### config.mk
export PLATFORM = sky130hd
export DESIGN_NAME = psvos_front
export DESIGN_NICKNAME = d
export VERILOG_FILES = /design/src/design/psvos_pkg.sv /design/src/design/psvos_front.sv
export SDC_FILE = /design/constraint.sdc
export NUM_CORES = 1
export LEC_CHECK = 0
export BUFFER_PORTS_ARGS = -buffer_cell sky130_fd_sc_hd__clkbuf_2
export CORE_ASPECT_RATIO = 0.8
export CORE_MARGIN = 4
export CORE_UTILIZATION = 55
export DETAILED_ROUTE_END_ITERATION = 16
export PLACE_DENSITY_LB_ADDON = 0.3
export SYNTH_ARGS = -nofsm -noshare
export SYNTH_HDL_FRONTEND = slang
export SYNTH_SLANG_ARGS = --single-unit
### constraint.sdc
create_clock -name clk -period 6.3 [get_ports clk]
set_input_delay 1.89 -clock clk [delete_from_list [all_inputs] [get_ports clk]]
set_output_delay 1.89 -clock clk [all_outputs]
set_load 0.01 [all_outputs]
### src/design/psvos_pkg.sv
`timescale 1ns / 1ps
// ----------------------------------------------------------------------------
// psvos_pkg
// Shared types and constants for the per-symbol tick statistics block.
// ----------------------------------------------------------------------------
package psvos_pkg;

    // Table size default and the widest slot index the item format carries
    localparam int SYMBOLS_DEF = 256;
    localparam int SLOT_W_MAX  = 16;

    // Basis points per unit of relative change
    localparam logic [13:0] BP_SCALE = 14'd10000;

    // Clamp values
    localparam logic [31:0] VWAP_MAX = 32'hFFFF_FFFF;
    localparam logic [31:0] BP_MAX   = 32'h7FFF_FFFF;

    // Operation codes of an input item
    typedef enum logic [1:0] {
        FN_TICK    = 2'd0,
        FN_QUERY   = 2'd1,
        FN_RST_ONE = 2'd2,
        FN_RST_ALL = 2'd3
    } func_t;

    // Result status codes
    typedef enum logic [2:0] {
        ST_APPLIED  = 3'd0,
        ST_BAD      = 3'd1,
        ST_FOUND    = 3'd2,
        ST_NOTFOUND = 3'd3,
        ST_RESET    = 3'd4,
        ST_SAT      = 3'd5
    } status_t;

    // Classified item held in the queue between front and back
    typedef struct packed {
        func_t                 func;
        logic [7:0]            symbol;
        logic [SLOT_W_MAX-1:0] slot;
        logic [31:0]           price;
        logic [23:0]           volume;
    } item_t;

    // One slot of the statistics table
    typedef struct packed {
        logic        valid;
        logic        sat;
        logic [31:0] open;
        logic [31:0] high;
        logic [31:0] low;
        logic [31:0] last;
        logic [47:0] vol;
        logic [31:0] cnt;
        logic [63:0] pv;
    } stats_t;

    // Divider result toward the sequencer
    typedef struct packed {
        logic        done;
        logic        ovf;
        logic [31:0] quot;
    } div_res_t;

endpackage

### src/design/psvos_front.sv
`timescale 1ns / 1ps
// ----------------------------------------------------------------------------
// psvos_front
// Input side: takes items, maps the symbol onto a table slot and queues
// them in a two-entry queue for the back end.
// ----------------------------------------------------------------------------
module psvos_front #(
    parameter int SYMBOLS = psvos_pkg::SYMBOLS_DEF
) (
    input  logic             clk,
    input  logic             rst_n,
    input  logic             in_valid,
    output logic             in_stall,
    input  logic [1:0]       func,
    input  logic [7:0]       symbol_id,
    input  logic [31:0]      price,
    input  logic [23:0]      volume,
    input  logic             clearing,
    output logic             q_valid,
    output psvos_pkg::item_t q_item,
    input  logic             q_pop
);

    psvos_pkg::item_t q_mem [2];
    logic             wr_ptr_reg;
    logic             rd_ptr_reg;
    logic [1:0]       cnt_reg;
    logic             push;
    logic [31:0]      rem;
    logic [31:0]      sub;
    psvos_pkg::item_t new_item;

    // Slot = symbol mod SYMBOLS, restoring reduction one bit per step
    always_comb
    begin
        rem = {24'd0, symbol_id};
        sub = '0;
        for (int k = 7; k >= 0; k--)
        begin
            sub = 32'(SYMBOLS) << k;
            if (rem >= sub)
            begin
                rem = rem - sub;
            end
        end
    end

    always_comb
    begin
        new_item.func   = psvos_pkg::func_t'(func);
        new_item.symbol = symbol_id;
        new_item.slot   = rem[psvos_pkg::SLOT_W_MAX-1:0];
        new_item.price  = price;
        new_item.volume = volume;
    end

    // Handshake
    assign in_stall = (cnt_reg == 2'd2) || clearing;
    assign push     = in_valid && !in_stall;
    assign q_valid  = (cnt_reg != 2'd0);
    assign q_item   = q_mem[rd_ptr_reg];

    // Queue pointers and fill count
    always_ff @(posedge clk or negedge rst_n)
    begin
        if (!rst_n)
        begin
            wr_ptr_reg <= 1'b0;
            rd_ptr_reg <= 1'b0;
            cnt_reg    <= 2'd0;
        end
        else
        begin
            if (push)
            begin
                wr_ptr_reg <= !wr_ptr_reg;
            end
            if (q_pop)
            begin
                rd_ptr_reg <= !rd_ptr_reg;
            end
            if (push && !q_pop)
            begin
                cnt_reg <= cnt_reg + 2'd1;
            end
            else if (!push && q_pop)
            begin
                cnt_reg <= cnt_reg - 2'd1;
            end
        end
    end

    // Queue storage
    always_ff @(posedge clk)
    begin
        if (push)
        begin
            q_mem[wr_ptr_reg] <= new_item;
        end
    end

`ifndef SYNTHESIS
    // Back end never pops an empty queue
    a_pop_nonempty: assert property (@(posedge clk) disable iff (!rst_n)
        q_pop |-> cnt_reg != 2'd0)
        else $error("pop from empty queue");
`endif

endmodule

* After elaboration in Yosys (flattened, before gate mapping)
Memory sizes are Yosys's and may differ from the RTL's. Index checks and enable logic that the tools add are counted.
Operators by class: add/subtract/negate cells 2, multiply operators 0, div/mod/pow operators 0, order comparisons 0, equality and inequality tests 1, shifts and indexed selects 0, multiplexer cells 4, bitwise gates (word level) 0, reduce and logical (&&, ||, !) cells 11
Operators by type and width (number):
- $logic_not 1->1 | 5
- $mux 2 | 2
- $reduce_bool 2->1 | 2
- $logic_and 1x1->1 | 3
- $add 2x1->2 const B | 1
- $eq 2x2->1 const B | 1
- $mux 1 | 2
- $sub 2x1->2 const B | 1
- $logic_or 1x1->1 | 1
Word-level totals: register bits after elaboration 4, latch bits 0, memory bits (writable) 148, ROM bits 0, input port bits 71, output and inout port bits 84, memories 1
Memories:
- q_mem | words 2, width 74, read ports 1, clocked after memory_dff 0, write ports 1, RTL line psvos_front.sv:24 | psvos_pkg::item_t q_mem [2];

* Depth between registers and ports, before layout
word-level depth 8, depth in mapped cells 7, gate-level depth less buffers 7

* Least setup slack after synthesis
Ideal clock, no wire load.
kind input to register, start input port clearing, end memory q_mem[0][0] in the netlist's numbering (enable), setup time 0.491 ns, arrival time 4.866 ns, path slack 0.944 ns, stages on the path 2, path buffers 0, cell sequence nand3b_1 nor2_1
On the way: longest elaborated chain between the ends 5
RTL lines:
- start: declaration | RTL line psvos_front.sv:18 | input logic clearing,
- $logic_or 1x1->1 | RTL line psvos_front.sv:58 | assign in_stall = (cnt_reg == 2'd2) || clearing;
- $logic_not 1->1 | RTL line psvos_front.sv:59 | assign push = in_valid && !in_stall;
- $logic_and 1x1->1 | RTL line psvos_front.sv:59
- $mux 1 | RTL line psvos_front.sv:96 | if (push)
- $mux 1 (not written as such) | RTL line psvos_front.sv:98 | q_mem[wr_ptr_reg] <= new_item;
- end: declaration | RTL line psvos_front.sv:24
No other way between the ends.

* Worst setup path in the final report
start input port clearing, end output port in_stall
On the way: longest elaborated chain between the ends 1
RTL lines:
- $logic_or 1x1->1 | RTL line psvos_front.sv:58
- end: declaration | RTL line psvos_front.sv:13 | output logic in_stall,
No other way between the ends.

==> results.toml <==
[hold_path]
whs_path_depth = 1
hold_path.class = "reg2reg"

[finish]
syn2layout_area_growth_pct = 26.0
finalNetCount = 463
largest_reg_flops = 132
instances_no_fill = 519
drive_above_1_share_pct = 60.6
diodes = 0
final_cell_mix = "146 x clkbuf_2, 132 x edfxtp_1, 36 x mux2_2"
layout_commonest_cell = "clkbuf_2"

[sta]
finalSetupViolations = 0
slew_violations = 0
final_hold_viol_count = 0
setup_tns_ps = 0
fin_crit_ps = 4120
finalClockSkew_ps = 6.11
rsz0062_at_grt = "no"
clock.fmax_ghz = 0.243
worst_slew_margin_rel_pct = 28.3
tightest_slew_ps = 1080
min_period_over_period_pct = 65.4

[clock_tree]
tritoncts = "yes"
clkSinkCount = 136
cts_resized = 0
cts_buffer_depth = 2
clkLatencyLatePin_ps = 400
cts-hold-fix-buffers = 0
clock-root-buffer = "clkbuf_16"
postCtsSetupRepairBufs = 0
htreeDepth = 4
cts_buffers = 17
clk_pin_slew_ps = 50

[detailed_routing]
first_iter_violations = 118
ant_nets = 0
routed_wl_microns = 8910
routedWlPerCell_microns = 17.2
vias = 2586
drc = 0
routed_via_density = 4.98
drtPass1Iterations = 5

[placement]
place_inst = 487
place_hpwl_microns = 5790
port_buffers = 146
gp_congestion = 0.694

[global_routing]
grt.total_usage_pct = 16.7
grt_pass1_vias = 2714
grt_first_pass_wirelength_microns = 13300
antenna_found_initial = 0
overflow = 0
grt_max_degree = 68

[logic_synthesis]
ys_types = 17
ys_warn_count = 0
ys_seq_area_share_pct = 78.1
synth_seq_cells = 136
syn_area_per_cell_sq_um = 21.6
syn_inst = 241
synth_area_sq_um = 5200

[floorplan]
die_x_microns = 117
die_y_microns = 95
start_util_pct = 56.8
num_rows = 31
io-pin-count = 155
core_sq_um = 9150
dieArea_sq_um = 11100

[pwr]
ir_drop_uv = 326
power_density_nw_per_um2 = 447
leakage_nw = 2.62

[worst_setup_path]
end_kind = "output pin"
r2r_cells = 4
crit_fanout = 2
arrival_ps = 2230
start_kind = "input pin"
worstPathRequired_ps = 4410
crit_type = "in2out"

[run_status]
status = "finished, final reports clean"

[job]
maxCapViolCount = 0
## final timing paths
kind,startpoint,endpoint,slack (ps)
min in group asynchronous,rst_n,wr_ptr_reg,1290
max in group asynchronous,rst_n,rd_ptr_reg,4860
max,clearing,in_stall,2180
min,cnt_reg[1],cnt_reg[1],500
max reg2reg,cnt_reg[0],q_mem[0][44],3820
min reg2reg,cnt_reg[1],cnt_reg[1],500
## through the flow
| step | util [%] | setup WS (ps) | hold WS [ps] | power, mW | instance area, sq um |
|---|---|---|---|---|---|
| after floorplan | - | 944 | 456 | 1.74 | 5230 |
| after global placement | 65.0 | 2190 | 481 | 1.95 | 5950 |
| after detailed placement | 65.0 | 2190 | 494 | 1.96 | 5950 |
| after CTS | 71.7 | 2180 | 506 | 2.97 | 6560 |
| after global routing | 71.7 | 2140 | 545 | 3.06 | 6560 |
| final | 71.7 | 2180 | 500 | 2.93 | 6560 |
## Yosys cell counts (all sizes together)
cell / n / area [sq um]
xor2: 3 / 26.3
or2: 1 / 6.26
dfrtp: 4 / 100
buf: 23 / 176
inv: 2 / 7.51
and2: 1 / 6.26
xnor2: 2 / 17.5
mux2: 66 / 856
nand3b: 1 / 7.51
ha: 1 / 12.5
conb: 1 / 3.75
nand2b: 2 / 12.5
edfxtp: 132 / 3960
nor2: 2 / 7.51
## routing by layer
layer  GRT usage (%)  share of wire, %  routed length (microns)  vias up
met5               0                 0                        0        -
met4            8.02               1.2                      105        0
met3            7.50               8.7                      774       11
met2            25.6                49                     4330      112
met1            20.2                42                     3700     1246
li1                -                 -                        -     1217
## cell families after synthesis
logic type / Yosys count / share of synthesized area (%)
other cells: 1 / 0.0721
flops: 136 / 78.1
xor+xnor: 5 / 0.842
mux: 66 / 16.4
fa+ha+maj: 1 / 0.240
buf+inv: 25 / 3.53
simple gates: 7 / 0.770
## cell type report
class	instances	area, sq um
clock buffer	17	425
clock inverter	15	184
fill	580	2590
inverter	2	7.51
multi-input combinational	87	992
sequential	136	4070
tap	115	144
timing repair buffer	147	738
## critical path, cell delays in order
cell	delay (ps)
clkbuf_2	80
nand2b_1	130
clkbuf_2	120
## power by group
part | internal, mW | switching (mW)
combinational | 0.373 | 0.295
sequential | 1.13 | 0.132
clock | 0.654 | 0.346
total | 2.16 | 0.772
Note: power is estimated with default switching activity, not from simulation.
